<file path="src/hdl/bgd_pkg.sv">
// bgd_pkg: shared constants and width helpers for the box GIoU distance block.
// Used by the top, front, queue and back modules and the testbench; no dependencies.
`timescale 1ns / 1ps
package bgd_pkg;

  // Default coordinate width of one box field
  localparam int unsigned COORD_BITS_DEF = 12;
  // Default number of fraction bits in the distance
  localparam int unsigned FRAC_BITS_DEF  = 16;
  // Entries in the queue between front and back
  localparam int unsigned QUEUE_DEPTH    = 2;

  // Width of an area: (2^C) * (2^C) plus headroom for the union sum
  function automatic int unsigned area_w(input int unsigned c);
    return 2 * c + 2;
  endfunction

endpackage

</file>
<file path="src/hdl/bgd_queue.sv">
// bgd_queue: short FIFO that decouples the geometry front from the divider back.
// Depends on bgd_pkg for its depth.
`timescale 1ns / 1ps
module bgd_queue #(
  parameter int unsigned WIDTH = 8
) (
  input  logic             clk,
  input  logic             rst_n,
  input  logic             push_valid,
  output logic             push_ready,
  input  logic [WIDTH-1:0] push_data,
  output logic             pop_valid,
  input  logic             pop_ready,
  output logic [WIDTH-1:0] pop_data
);
  localparam int unsigned DEPTH = bgd_pkg::QUEUE_DEPTH;
  localparam int unsigned PW    = $clog2(DEPTH);
  localparam int unsigned CW    = $clog2(DEPTH + 1);

  logic [WIDTH-1:0] mem_r [DEPTH];
  logic [PW-1:0]    wr_ptr_r, rd_ptr_r;
  logic [CW-1:0]    cnt_r;
  logic             push, pop;

  assign push_ready = (cnt_r != CW'(DEPTH));
  assign pop_valid  = (cnt_r != '0);
  assign push       = push_valid && push_ready;
  assign pop        = pop_valid && pop_ready;
  assign pop_data   = mem_r[rd_ptr_r];

  // Storage
  always_ff @(posedge clk) begin
    if (push) begin
      mem_r[wr_ptr_r] <= push_data;
    end
  end

  // Pointers and fill count
  always_ff @(posedge clk) begin
    if (!rst_n) begin
      wr_ptr_r <= '0;
      rd_ptr_r <= '0;
      cnt_r    <= '0;
    end else begin
      if (push) begin
        wr_ptr_r <= (wr_ptr_r == PW'(DEPTH - 1)) ? '0 : PW'(wr_ptr_r + PW'(1));
      end
      if (pop) begin
        rd_ptr_r <= (rd_ptr_r == PW'(DEPTH - 1)) ? '0 : PW'(rd_ptr_r + PW'(1));
      end
      if (push && !pop) begin
        cnt_r <= CW'(cnt_r + CW'(1));
      end else if (pop && !push) begin
        cnt_r <= CW'(cnt_r - CW'(1));
      end
    end
  end
endmodule

</file>
<file path="config.mk">
export PLATFORM = sky130hd
export DESIGN_NAME = bgd_queue
export DESIGN_NICKNAME = d
export VERILOG_FILES = /design/src/hdl/bgd_pkg.sv /design/src/hdl/bgd_queue.sv
export SDC_FILE = /design/constraint.sdc
export NUM_CORES = 1
export LEC_CHECK = 0
export BUFFER_PORTS_ARGS = -buffer_cell sky130_fd_sc_hd__clkbuf_2
export CAP_MARGIN = 0
export CORE_MARGIN = 5
export CORE_UTILIZATION = 44
export DETAILED_ROUTE_END_ITERATION = 8
export PLACE_DENSITY_LB_ADDON = 0.12
export SETUP_SLACK_MARGIN = 0.05
export SLEW_MARGIN = 40
export SYNTH_ARGS = -nofsm -noshare
export SYNTH_HDL_FRONTEND = slang
export SYNTH_SLANG_ARGS = --single-unit
</file>
<file path="constraint.sdc">
create_clock -name clk -period 1.4 [get_ports clk]
set_input_delay 0.42 -clock clk [delete_from_list [all_inputs] [get_ports clk]]
set_output_delay 0.42 -clock clk [all_outputs]
set_load 0.01 [all_outputs]
</file>
==> results.json, run 1 <==
{
  "outcome": "finished, violations left",
  "violations": "negative setup slack",
  "p_leak_nw": 0.5183,
  "postSynthCellCount": 50,
  "die_x_um": 52.90,
  "tightest_slew_ns": 0.1905,
  "max_freq_mhz": 612.0,
  "setup_viol": 11,
  "ant_nets": 0,
  "min_to": "mem_r[1][0]$_DFFE_PP_",
  "start_util": 0.4638,
  "path_max_fanout": 5,
  "final_common_cell": "edfxtp_1",
  "path_cells": "buf_6 -> mux2_4 -> buf_6",
  "cts_buffers": 3,
  "grt-ovfl-total": 0,
  "rows": 15,
  "multiInputGateArea_um2": 275.3,
  "finalHoldViolations": 0,
  "dpl-instance-area_um2": 1036,
  "die_h_um": 52.90,
  "insertion_delay_ns": 0.29,
  "grt_max_degree": 13,
  "via_per_inst": 4.575,
  "critical_path_class": "reg -> out",
  "synth_area_per_cell_um2": 16.19,
  "worstHoldStart": "push_data[0]",
  "die_area_um2": 2798,
  "clockBufferDepth": 2,
  "finalNonFillerCells": 113,
  "startpoint_type": "flop",
  "yosysWarnings": 0,
  "layout_setup_ws_ns": -0.2339,
  "drt_iter0_drc": 6,
  "grt_pass1_vias": 505,
  "root_buffer": "clkbuf_4",
  "drive_above_1_share": 0.6477,
  "period_needed_ns": 1.634,
  "wirelength_um": 1383,
  "place_ws_ns": -0.04865,
  "dp_hpwl_um": 949.3,
  "r2r-start": "cnt_r[0]$_SDFFE_PN0P_",
  "crit_required_ns": 0.98,
  "cp_data_arrival_time_ns": 1.21,
  "portBuffers": 21,
  "vdd_ir_drop_max_mv": 1.120,
  "hold_path_class": "in -> reg",
  "area_growth_syn_to_layout_pct": 49.92,
  "cpMaxStageDelayCell": "dfxtp_2",
  "layout_common_cells": "16 x edfxtp_1, 14 x buf_6, 12 x clkbuf_2",
  "wl_per_cell_um": 12.24,
  "final.setup.tns_ns": -1.895,
  "post-route-period-util": 1.167,
  "crit_top_cell": "buf_6",
  "syn_area_um2": 809.5,
  "seqCellArea_um2": 586.8,
  "worstHoldPathCells": 1,
  "finClkSkew_ns": 0.002118,
  "drt_pass1_iterations": 2,
  "ys_seq_area_frac": 0.7172,
  "reg2reg_slack_ns": -0.03,
  "rr_endpoint": "cnt_r[1]$_SDFFE_PN0P_",
  "rsz0062_at_grt": "true",
  "antenna_found_initial": 0,
  "clk_pin_slew_ns": 0.11,
  "drv_slew": 0,
  "p_total_mw": 2.132,
  "grt_pass1_wl_um": 2049,
  "synth_fp_nets": 63,
  "place_inst": 105,
  "h-tree-depth": 1,
  "ys_types": 17,
  "io_pins": 22,
  "endpoint_kind": "output port",
  "slowest_delay_ns": 0.36,
  "gr-usage-all-layers": 0.1072,
  "slew-limit-headroom": 0.8726,
  "design_area_um2": 1214,
  "drcViolationCount": 0,
  "drv_cap": 0,
  "tritoncts": "yes",
  "r2r_cells": 6,
  "gp_congestion": 0.6481,
  "power_density_nw_per_um2": 1756,
  "clock-sinks": 21,
  "filler_cell_count": 125,
  "num_vias": 517,
  "synth-seq-cells": 21,
  "core_um2": 1745,
  "fin_nets": 102,
  "num_antenna_cells": 0
}
## worst max-delay path: cells and delay by family (launching register included)
kind	cells	cell delay, ns
buffers and inverters	2	0.25
DFF	1	0.36
muxes	1	0.31
## synthesized netlist by cell type, drive strengths merged
library cell  instances  share of area
mux2                  8           0.11
nand2b                1          0.017
a21oi                 2          0.012
and3                  1         0.0077
dfxtp                 5           0.12
buf                   1         0.0062
inv                   2         0.0093
o21ai                 2          0.012
ha                    1          0.015
nor2                  3          0.014
nand3b                1         0.0093
xor2                  3          0.032
a21bo                 1          0.012
or3                   1         0.0077
and2                  1         0.0077
edfxtp               16           0.59
or2                   1         0.0077
## layer usage
layer | GRT usage | share of wire | vias to the layer above
li1 | - | - | 257
met1 | 0.1083 | 0.38 | 247
met2 | 0.1839 | 0.57 | 11
met3 | 0.02817 | 0.042 | 2
met4 | 0.08511 | 0.0072 | 0
met5 | 0 | 0 | -
## final cells by class
type                       count  area share
clock buffer                   3     0.01856
clock inverter                 1    0.004124
inverter                       2    0.006186
multi-input combinational     26      0.2268
sequential                    21      0.4835
tap                           25     0.02577
timing repair buffer          35      0.2351
## worst max path at each step
stage / to / start / depth (start not counted)
2_1_floorplan: cnt_r[1]$_SDFFE_PN0P_ / cnt_r[0]$_SDFFE_PN0P_ / 6
3_5_place_dp: cnt_r[1]$_SDFFE_PN0P_ / push_valid / 6
3_3_place_gp: cnt_r[1]$_SDFFE_PN0P_ / push_valid / 6
4_1_cts: pop_data[4] / flop / 3
5_1_grt: pop_data[2] / flop / 3
6_report: pop_data[2] / flop / 3
## power by group
| group | total (mW) | internal, mW | switching (mW) |
|---|---|---|---|
| registers | 0.869 | 0.803 | 0.0657 |
| logic | 0.984 | 0.619 | 0.365 |
| clock network | 0.279 | 0.106 | 0.172 |
| total | 2.13 | 1.53 | 0.603 |
## per-stage QoR
step	util	hold slack (ns)
after floorplan	-	0.4725
after global placement	0.5935	0.4871
after detailed placement	0.5935	0.5044
after CTS	0.6609	0.2923
after global routing	0.6953	0.2724
final	0.6953	0.3064
## repair_timing
action	CTS	global route
cloned	0	0
gates resized for setup	17	20
hold buffers	0	0
endpoints found under the setup margin	11	19
pin swaps	1	1
setup buffers	4	0
## registers in the layout, summed over array words and instances (netlist names), named ones only
signal    count
wr_ptr_r      1
mem_r        16
cnt_r         2
rd_ptr_r      1
## cells by family after synthesis
| family | after synthesis | share of synthesized area |
|---|---|---|
| xor+xnor | 3 | 0.03246 |
| fa+ha+maj | 1 | 0.01545 |
| buf+inv | 3 | 0.01545 |
| compound gates | 5 | 0.03710 |
| simple gates | 9 | 0.07112 |
| flops | 21 | 0.7172 |
| mux | 8 | 0.1113 |
No activity file was read; power rests on OpenSTA's default activity.
==> run 2, diff against run 1 <==
--- a/config.mk
+++ b/config.mk
@@ -12,6 +12,7 @@
 export DETAILED_ROUTE_END_ITERATION = 8
 export PLACE_DENSITY_LB_ADDON = 0.12
 export SETUP_SLACK_MARGIN = 0.05
+export SKIP_LAST_GASP = 1
 export SLEW_MARGIN = 40
 export SYNTH_ARGS = -nofsm -noshare
 export SYNTH_HDL_FRONTEND = slang
==> run 2 against run 1 <==
  * The run still ends with negative setup slack left
  * Sequential cell count unchanged
  * Global-route usage rose by 0.060 points
  * Total power fell by 0.47%
  * Core utilization is 0.22 points lower
  * Worst setup slack did not move
  * Clock-buffer cell count did not move
  * Clock skew unchanged
  * Design area is 0.31% lower
  * Wire length is the same
  * Critical path type unchanged
  * Highest routed layer unchanged
==> results.json, run 2 (synthesis results as in run 1) <==
{
  "outcome": "finished, violations left",
  "slowest_delay_ns": 0.36,
  "period_needed_ns": 1.634,
  "largest_register_ff_count": 16,
  "rr_endpoint": "cnt_r[1]$_SDFFE_PN0P_",
  "grt-ovfl-total": 0,
  "hold_path_class": "in -> reg",
  "crit_family": "flip-flops",
  "worstHoldStart": "push_data[0]",
  "core_um2": 1745,
  "setup_viol": 11,
  "violations": "negative setup slack",
  "endpoint_kind": "output port",
  "layout_setup_ws_ns": -0.2339,
  "min_to": "mem_r[1][0]$_DFFE_PP_",
  "gp_congestion": 0.6481,
  "reg2reg_slack_ns": -0.05,
  "tightest_slew_ns": 0.1905,
  "ant_nets": 0,
  "insertion_delay_ns": 0.29,
  "grt_max_degree": 13,
  "drive_above_1_share": 0.6477,
  "clock-sinks": 21,
  "crit_buf_inv": 2,
  "holdWs_ns": 0.3064,
  "num_antenna_cells": 0,
  "crit_top_cell": "buf_6",
  "r2r-start": "cnt_r[0]$_SDFFE_PN0P_",
  "rsz0062_at_grt": "true",
  "regMostFlops": "mem_r",
  "rows": 15,
  "place_inst": 105,
  "final_util": 0.6932,
  "clk_pin_slew_ns": 0.11,
  "die_h_um": 52.90,
  "drt_pass1_iterations": 2,
  "hold_buffers": 0,
  "start_util": 0.4638,
  "p_leak_nw": 0.5174,
  "final.setup.tns_ns": -1.898,
  "dp_hpwl_um": 949.3,
  "portBuffers": 21,
  "fin_nets": 102,
  "cts_buffers": 3,
  "tritoncts": "yes",
  "power_density_nw_per_um2": 1754,
  "io_pins": 22,
  "p_total_mw": 2.122,
  "startpoint_type": "flop",
  "grt_pass1_wl_um": 2063,
  "slew-limit-headroom": 0.8726,
  "drv_cap": 0,
  "drv_slew": 0,
  "post-route-period-util": 1.167,
  "die_x_um": 52.90,
  "path_max_fanout": 5,
  "layout_common_cells": "16 x edfxtp_1, 13 x buf_6, 12 x clkbuf_2",
  "wirelength_um": 1383,
  "antenna_found_initial": 0,
  "h-tree-depth": 1,
  "max_freq_mhz": 612.0,
  "crit_required_ns": 0.98,
  "grt_pass1_vias": 505,
  "via_per_inst": 4.575,
  "area_growth_syn_to_layout_pct": 49.46,
  "finClkSkew_ns": 0.002118,
  "drt_iter0_drc": 6,
  "vdd_ir_drop_max_mv": 1.085,
  "design_area_um2": 1210,
  "path_cells": "buf_6 -> mux2_4 -> buf_6",
  "num_vias": 517,
  "worstHoldPathCells": 1,
  "cpMaxStageDelayCell": "dfxtp_2",
  "dpl-instance-area_um2": 1036,
  "wl_per_cell_um": 12.24,
  "root_buffer": "clkbuf_4",
  "reg_top3": "mem_r x16, cnt_r x2",
  "drcViolationCount": 0,
  "cp_data_arrival_time_ns": 1.21,
  "final_common_cell": "edfxtp_1",
  "finalNonFillerCells": 113,
  "r2r_cells": 5,
  "gr-usage-all-layers": 0.1078,
  "clockBufferDepth": 2,
  "finalHoldViolations": 0,
  "die_area_um2": 2798,
  "place_ws_ns": -0.04865,
  "critical_path_class": "reg -> out"
}
[run 2: cell count changes in the layout (fill, tap and decap cells not counted)]
cell / change
buf_6: -1
buf_4: +1
[run 2: what timing repair did]
item | 4_1_cts | 5_1_grt
endpoints found under the setup margin | 11 | 19
resized for setup | 16 | 20
buffers inserted | 4 | 0
pin swaps | 1 | 0
[run 2: final cells by class]
type,count,area (um^2)
clock inverters,1,5.005
flip-flops and latches,21,586.8
clock buffers,3,22.52
multi-input cells,26,275.3
fillers,127,535.5
repair buffers,35,281.5
well taps,25,31.28
inverters,2,7.507
[run 2: layer usage]
metal / vias up / wire length, um / track usage
met3: 2 / 58 / 0.02817
met1: 247 / 528 / 0.1101
met5: - / 0 / 0
li1: 257 / - / -
met4: 0 / 10 / 0.08511
met2: 11 / 787 / 0.1839
[run 2: worst max-delay path by stage]
| stage | cells after the start | start | to | slack (ns) |
|---|---|---|---|---|
| floorplan | 6 | cnt_r[0]$_SDFFE_PN0P_ | cnt_r[1]$_SDFFE_PN0P_ | 0.02 |
| global placement | 6 | push_valid | cnt_r[1]$_SDFFE_PN0P_ | -0.02 |
| detailed placement | 6 | push_valid | cnt_r[1]$_SDFFE_PN0P_ | -0.05 |
| CTS | 3 | flop | pop_data[4] | -0.24 |
| global route | 3 | flop | pop_data[2] | -0.30 |
| finish | 3 | flop | pop_data[2] | -0.23 |
[run 2: power by group]
group / switching [mW] / internal, mW
clock: 0.172 / 0.106
sequential: 0.0633 / 0.803
combinational: 0.365 / 0.612
total: 0.601 / 1.52
