--- src/hdl/bgd_pkg.sv ---
// bgd_pkg: shared constants and width helpers for the box GIoU distance block.
// Used by the top, front, queue and back modules and the testbench; no dependencies.
`timescale 1ns / 1ps
package bgd_pkg;

  // Default coordinate width of one box field
  localparam int unsigned COORD_BITS_DEF = 12;
  // Default number of fraction bits in the distance
  localparam int unsigned FRAC_BITS_DEF  = 16;
  // Entries in the queue between front and back
  localparam int unsigned QUEUE_DEPTH    = 2;

  // Width of an area: (2^C) * (2^C) plus headroom for the union sum
  function automatic int unsigned area_w(input int unsigned c);
    return 2 * c + 2;
  endfunction

endpackage

--- src/hdl/bgd_if.sv ---
// bgd_if: valid/ready channel interfaces for box pairs and distances.
// Depends on nothing; widths come from the interface parameters.
`timescale 1ns / 1ps
interface bgd_in_if #(
  parameter int unsigned COORD_BITS = 12
);
  logic                  valid;
  logic                  ready;
  logic [COORD_BITS-1:0] box_a_x;
  logic [COORD_BITS-1:0] box_a_y;
  logic [COORD_BITS-1:0] box_a_w;
  logic [COORD_BITS-1:0] box_a_h;
  logic [COORD_BITS-1:0] box_b_x;
  logic [COORD_BITS-1:0] box_b_y;
  logic [COORD_BITS-1:0] box_b_w;
  logic [COORD_BITS-1:0] box_b_h;

  modport source (output valid, box_a_x, box_a_y, box_a_w, box_a_h,
                  box_b_x, box_b_y, box_b_w, box_b_h, input ready);
  modport sink   (input valid, box_a_x, box_a_y, box_a_w, box_a_h,
                  box_b_x, box_b_y, box_b_w, box_b_h, output ready);
endinterface


--- src/hdl/bgd_front.sv ---
// bgd_front: box geometry front end (side lengths, overlap, enclosure, areas).
// Depends on bgd_pkg and bgd_in_if; two stalling pipeline stages.
`timescale 1ns / 1ps
module bgd_front #(
  parameter int unsigned COORD_BITS = bgd_pkg::COORD_BITS_DEF,
  localparam int unsigned AW = bgd_pkg::area_w(COORD_BITS),
  localparam int unsigned GW = 4 * AW
) (
  input  logic          clk,
  input  logic          rst_n,
  bgd_in_if.sink        in_ch,
  output logic          geo_valid,
  input  logic          geo_ready,
  output logic [GW-1:0] geo_data
);
  localparam int unsigned LW = COORD_BITS + 1;

  logic          en;
  logic          v1_r, v2_r;
  logic [LW-1:0] saw_r, sah_r, sbw_r, sbh_r, ovx_r, ovy_r, enx_r, eny_r;
  logic [AW-1:0] area_a_r, area_b_r, inter_r, encl_r;

  // Whole front advances when its last stage is empty or drains
  assign en          = !v2_r || geo_ready;
  assign in_ch.ready = en;

  // Overlap (clamped) and enclosing lengths on one axis, inclusive pixels
  function automatic logic [LW-1:0] ov_len(input logic [LW-1:0] s0, input logic [LW-1:0] l0,
                                           input logic [LW-1:0] s1, input logic [LW-1:0] l1);
    logic [LW-1:0] lo, hi, e0, e1;
    e0 = s0 + l0;
    e1 = s1 + l1;
    lo = (s0 > s1) ? s0 : s1;
    hi = (e0 < e1) ? e0 : e1;
    return (hi >= lo) ? LW'(hi - lo + LW'(1)) : '0;
  endfunction

  function automatic logic [LW-1:0] enc_len(input logic [LW-1:0] s0, input logic [LW-1:0] l0,
                                            input logic [LW-1:0] s1, input logic [LW-1:0] l1);
    logic [LW-1:0] lo, hi, e0, e1;
    e0 = s0 + l0;
    e1 = s1 + l1;
    lo = (s0 < s1) ? s0 : s1;
    hi = (e0 > e1) ? e0 : e1;
    return LW'(hi - lo + LW'(1));
  endfunction

  // Stage 1: lengths
  always_ff @(posedge clk) begin
    if (en) begin
      saw_r <= {1'b0, in_ch.box_a_w} + LW'(1);
      sah_r <= {1'b0, in_ch.box_a_h} + LW'(1);
      sbw_r <= {1'b0, in_ch.box_b_w} + LW'(1);
      sbh_r <= {1'b0, in_ch.box_b_h} + LW'(1);
      ovx_r <= ov_len({1'b0, in_ch.box_a_x}, {1'b0, in_ch.box_a_w},
                      {1'b0, in_ch.box_b_x}, {1'b0, in_ch.box_b_w});
      ovy_r <= ov_len({1'b0, in_ch.box_a_y}, {1'b0, in_ch.box_a_h},
                      {1'b0, in_ch.box_b_y}, {1'b0, in_ch.box_b_h});
      enx_r <= enc_len({1'b0, in_ch.box_a_x}, {1'b0, in_ch.box_a_w},
                       {1'b0, in_ch.box_b_x}, {1'b0, in_ch.box_b_w});
      eny_r <= enc_len({1'b0, in_ch.box_a_y}, {1'b0, in_ch.box_a_h},
                       {1'b0, in_ch.box_b_y}, {1'b0, in_ch.box_b_h});
    end
  end

  // Stage 2: four independent small products, full width
  always_ff @(posedge clk) begin
    if (en) begin
      area_a_r <= AW'(saw_r) * AW'(sah_r);
      area_b_r <= AW'(sbw_r) * AW'(sbh_r);
      inter_r  <= AW'(ovx_r) * AW'(ovy_r);
      encl_r   <= AW'(enx_r) * AW'(eny_r);
    end
  end

  // Valid bits
  always_ff @(posedge clk) begin
    if (!rst_n) begin
      v1_r <= 1'b0;
      v2_r <= 1'b0;
    end else if (en) begin
      v1_r <= in_ch.valid;
      v2_r <= v1_r;
    end
  end

  assign geo_valid = v2_r;
  assign geo_data  = {area_a_r, area_b_r, inter_r, encl_r};
endmodule

--- src/flat_wrapper.sv ---
// flat-port wrapper written by rule: the top's interface ports become plain ports
module bgd_front_flat 
#(
  parameter int unsigned COORD_BITS = bgd_pkg::COORD_BITS_DEF,
  localparam int unsigned AW = bgd_pkg::area_w(COORD_BITS),
  localparam int unsigned GW = 4 * AW
)
  (clk, rst_n, geo_valid, geo_ready, geo_data, in_ch_valid, in_ch_box_a_x, in_ch_box_a_y, in_ch_box_a_w, in_ch_box_a_h, in_ch_box_b_x, in_ch_box_b_y, in_ch_box_b_w, in_ch_box_b_h, in_ch_ready);
  bgd_in_if #(.COORD_BITS(COORD_BITS)) in_ch_i ();
  input  logic clk;
  input  logic rst_n;
  output logic geo_valid;
  input  logic geo_ready;
  output logic [GW-1:0] geo_data;
  input wire logic [$bits(in_ch_i.valid)-1:0] in_ch_valid;
  input wire logic [$bits(in_ch_i.box_a_x)-1:0] in_ch_box_a_x;
  input wire logic [$bits(in_ch_i.box_a_y)-1:0] in_ch_box_a_y;
  input wire logic [$bits(in_ch_i.box_a_w)-1:0] in_ch_box_a_w;
  input wire logic [$bits(in_ch_i.box_a_h)-1:0] in_ch_box_a_h;
  input wire logic [$bits(in_ch_i.box_b_x)-1:0] in_ch_box_b_x;
  input wire logic [$bits(in_ch_i.box_b_y)-1:0] in_ch_box_b_y;
  input wire logic [$bits(in_ch_i.box_b_w)-1:0] in_ch_box_b_w;
  input wire logic [$bits(in_ch_i.box_b_h)-1:0] in_ch_box_b_h;
  output wire logic [$bits(in_ch_i.ready)-1:0] in_ch_ready;
  assign in_ch_i.valid = in_ch_valid;
  assign in_ch_i.box_a_x = in_ch_box_a_x;
  assign in_ch_i.box_a_y = in_ch_box_a_y;
  assign in_ch_i.box_a_w = in_ch_box_a_w;
  assign in_ch_i.box_a_h = in_ch_box_a_h;
  assign in_ch_i.box_b_x = in_ch_box_b_x;
  assign in_ch_i.box_b_y = in_ch_box_b_y;
  assign in_ch_i.box_b_w = in_ch_box_b_w;
  assign in_ch_i.box_b_h = in_ch_box_b_h;
  assign in_ch_ready = in_ch_i.ready;
  bgd_front #(.COORD_BITS(COORD_BITS)) u_core (.clk(clk), .rst_n(rst_n), .in_ch(in_ch_i), .geo_valid(geo_valid), .geo_ready(geo_ready), .geo_data(geo_data));
endmodule
--- config.mk ---
export PLATFORM = sky130hd
export DESIGN_NAME = bgd_front_flat
export DESIGN_NICKNAME = d
export VERILOG_FILES = /design/src/hdl/bgd_pkg.sv /design/src/hdl/bgd_if.sv /design/src/hdl/bgd_front.sv /design/src/flat_wrapper.sv
export SDC_FILE = /design/constraint.sdc
export NUM_CORES = 2
export LEC_CHECK = 0
export ABC_AREA = 1
export BUFFER_PORTS_ARGS = -buffer_cell sky130_fd_sc_hd__buf_2
export CORE_ASPECT_RATIO = 1.2
export CORE_MARGIN = 10
export CORE_UTILIZATION = 58
export CTS_CLUSTER_DIAMETER = 30
export CTS_CLUSTER_SIZE = 20
export DETAILED_ROUTE_END_ITERATION = 7
export PLACE_DENSITY = 0.79
export SKIP_LAST_GASP = 1
export SLEW_MARGIN = 15
export SYNTH_ARGS = -nofsm -noshare
export SYNTH_HDL_FRONTEND = slang
export SYNTH_SLANG_ARGS = --single-unit
--- constraint.sdc ---
create_clock -name clk -period 6.2 [get_ports clk]
set_clock_uncertainty 0.1 [all_clocks]
set_input_delay 0.93 -clock clk [delete_from_list [all_inputs] [get_ports clk]]
set_output_delay 0.93 -clock clk [all_outputs]
set_load 0.02 [all_outputs]
==> out/summary.txt <==
final period utilization: 0.930
R2R Path End: u_core.inter_r[22]$_DFFE_PP_
critical path depth in cells: 20
Avg Inst Size Synth: 8.35 µm²
synthesis-stage register bit count: 210
gr busiest metal: met2
Final GP Congestion: 0.936
CP Buf/Inv Count: 3
reg2reg start: u_core.ovy_r[2]$_SDFFCE_PN0P_
clock root buffer: clkbuf_16
post-DR vias/cell: 5.36
cell row count: 100
Max Buffers Root-to-Sink: 3
Critical Path Sink: u_core.inter_r[22]$_DFFE_PP_
Cells after Synth: 4,377
Startpoint Class: register
M2 GR Usage: 0.467
wire per inst: 17.3 µm
CP startpoint: u_core.ovy_r[2]$_SDFFCE_PN0P_
Syn Nets: 5,460
layout cell share with drive strength beyond 1: 0.0898
maxcap violations: 0
final WL: 94.2 mm
top cells by area, synth: fa_1 27%, edfxtp_1 17%, ha_1 17%, inv_1 11%, nand2_1 11%
final setup fails: 0
# hold bufs at CTS: 0
Pre-antenna DRT Iters: 6
WP data arrival: 5990 ps
multi-input logic area: 0.0257 mm²
yosys warns: 0
pin count of the biggest net entering global routing: 131
H-tree depth: 2
vias in the first global route: 30,800
Max Slew Vio Count: 0
kind of cell adding the most delay to the critical path: adder cells
ys async rst share: 0
Fin Hold WS: 370 ps
critical path class: register to register
Mapped Area: 0.0365 mm²
gr usage total: 0.260
EDFF count, synth: 208
grt ovf: 0
grt met3 use: 0.0515
Synth top area share: 0.274
Worst-path clk slew: 50 ps
global-route wire length before repair: 155 mm
status: finished, final reports clean
Post-DRT Antenna Nets: 0
r2r setup slk: 440 ps
Fmax achieved: 174 MHz
Filler Cell Count: 5,170
CP Capture Type: register
Tightest Pin Transition: 1080 ps
CP max stage delay: 700 ps
die width: 249 µm
register area: 0.00629 mm²
Layout Nets: 5,678
total CTS buffers: 50
initial drt markers: 1,924
CP max FO: 13
slowest stage cell on the critical path: edfxtp_1
CTS Sinks: 210
endpoints failing hold: 0
leading area contributor after synthesis: fa_1
clock latency at the later pin of the worst-skew pair: 610 ps
starting density of the core: 0.588
TritonCTS clock tree: done
worst min path class: register to register
R2R cell count: 20
Vias: 29,300
initial antenna violation count: 17
die height: 295 µm
cell chain of the critical path: nand2_1 > fa_1 > inv_1 > fa_1 > inv_1 > fa_1 > inv_1 > fa_1 > fa_1 > ha_1 > a21oi_1 > o21ai_0 > nand2_1 > nand2_1 > a31oi_1 > o21ai_0 > a21boi_0 > o21ai_0 > nand2_1 > nand2_1
final worst path period need: 5760 ps
IO buf count: 205
met1 global-route usage: 0.295
sequential fraction of the synthesis area: 0.172
total core area: 0.0622 mm²
Slew Limit Headroom: 0.271
drt drc: 0
ys flop type: edfxtp_1
unrepaired setup endpoints after global routing: false
synth unique cells: 49
IO Count: 206
Critical Path RT: 6430 ps
Area Growth Syn to Fin: 10.6%
area of the die: 0.0735 mm²
dpl hpwl: 78.3 mm
## final cells by class
cell class                 count  share of cell area
timing repair buffer         290              0.0412
antenna                        6            0.000372
inverter                    1078               0.100
clock buffer                  58              0.0317
sequential                   210               0.156
tap                          816              0.0253
multi-input combinational   2965               0.637
clock inverter                33             0.00889
## cell usage in the layout (no fill, tap or decap), drive strengths merged, types with 7 or more instances in the layout
cell type / n
o211ai: 12
nand3: 95
xnor2: 61
a21oi: 220
nor4: 10
inv: 1081
nand4: 21
fa: 500
ha: 483
a31oi: 12
edfxtp: 208
a21o: 7
xor2: 138
nor3: 27
clkinv: 19
o21bai: 13
o21ai: 164
nand2: 1054
buf: 290
clkbuf: 58
a21boi: 9
nor2: 102
## kinds of logic (layout without fill, tap and decap cells)
kind of cell / Yosys count / in the layout / share of synthesized area
AO/OA/AOI/OAI: 463 / 463 / 0.0708
XOR/XNOR: 199 / 199 / 0.0477
adder cells (fa/ha/maj): 983 / 983 / 0.439
buffers and inverters: 1202 / 1459 / 0.124
flip-flops: 210 / 210 / 0.172
other: 0 / 6 / 0
AND/OR/NAND/NOR: 1320 / 1320 / 0.146
## sequential cells by signal (all words and copies together), names as in the netlist
signal            count
u_core.geo_valid      1
u_core.sbh_r         13
u_core.area_a_r      26
u_core.sah_r         13
u_core.saw_r         13
u_core.v1_r           1
u_core.eny_r         13
u_core.encl_r        26
u_core.inter_r       26
u_core.sbw_r         13
u_core.ovx_r         13
u_core.ovy_r         13
u_core.enx_r         13
u_core.area_b_r      26
## synth_stat cells, types with 27 or more instances
cell type and count:
inv_1 1071, nor2_1 97, o21ai_0 147, a21oi_1 207, ha_1 483, xor2_1 138, nand3_1 88, nor3_1 27
nand2_1 1047, fa_1 500, xnor2_1 61, edfxtp_1 208, clkbuf_1 116
## metal layers
metal,wire (µm),up-vias,share of wire
li1,-,13900,-
met1,35900,14100,0.38
met2,47400,1009,0.50
met3,6510,266,0.069
met4,4320,18,0.046
met5,119,-,0.0013
## how the worst min path moves through the flow
stage                              from                            end  slack, ps  depth (start not counted)
2_1_floorplan  u_core.v1_r$_SDFFE_PN0P_  u_core.geo_valid$_SDFFE_PN0P_        340                          1
3_3_place_gp   u_core.v1_r$_SDFFE_PN0P_  u_core.geo_valid$_SDFFE_PN0P_        370                          1
3_5_place_dp   u_core.v1_r$_SDFFE_PN0P_  u_core.geo_valid$_SDFFE_PN0P_        370                          1
4_1_cts        u_core.v1_r$_SDFFE_PN0P_  u_core.geo_valid$_SDFFE_PN0P_        380                          1
5_1_grt        u_core.v1_r$_SDFFE_PN0P_  u_core.geo_valid$_SDFFE_PN0P_        400                          1
6_report       u_core.v1_r$_SDFFE_PN0P_  u_core.geo_valid$_SDFFE_PN0P_        370                          1
## what timing repair did
item                                    in CTS  in global routing
endpoints found under the setup margin       0                  2
hold endpoints to repair                     0                  0
setup buffers                                0                  3
gates resized for setup                      0                  3
## per-stage QoR
step,worst slack [ps],cell area (µm²),utilization,TNS (ps),instances
floorplan,59.7,36500,-,0,4377
global placement,67.8,38700,0.623,0,5356
finish,437,40400,0.650,0,5456
detailed placement,-20.9,38700,0.623,-37.0,5356
CTS,352,40400,0.649,0,5447
global route,32.8,40400,0.650,0,5454
Power is left out: the tool's default activity adds up to more than one toggle a clock period on the data nets, which glitch-free logic cannot reach.
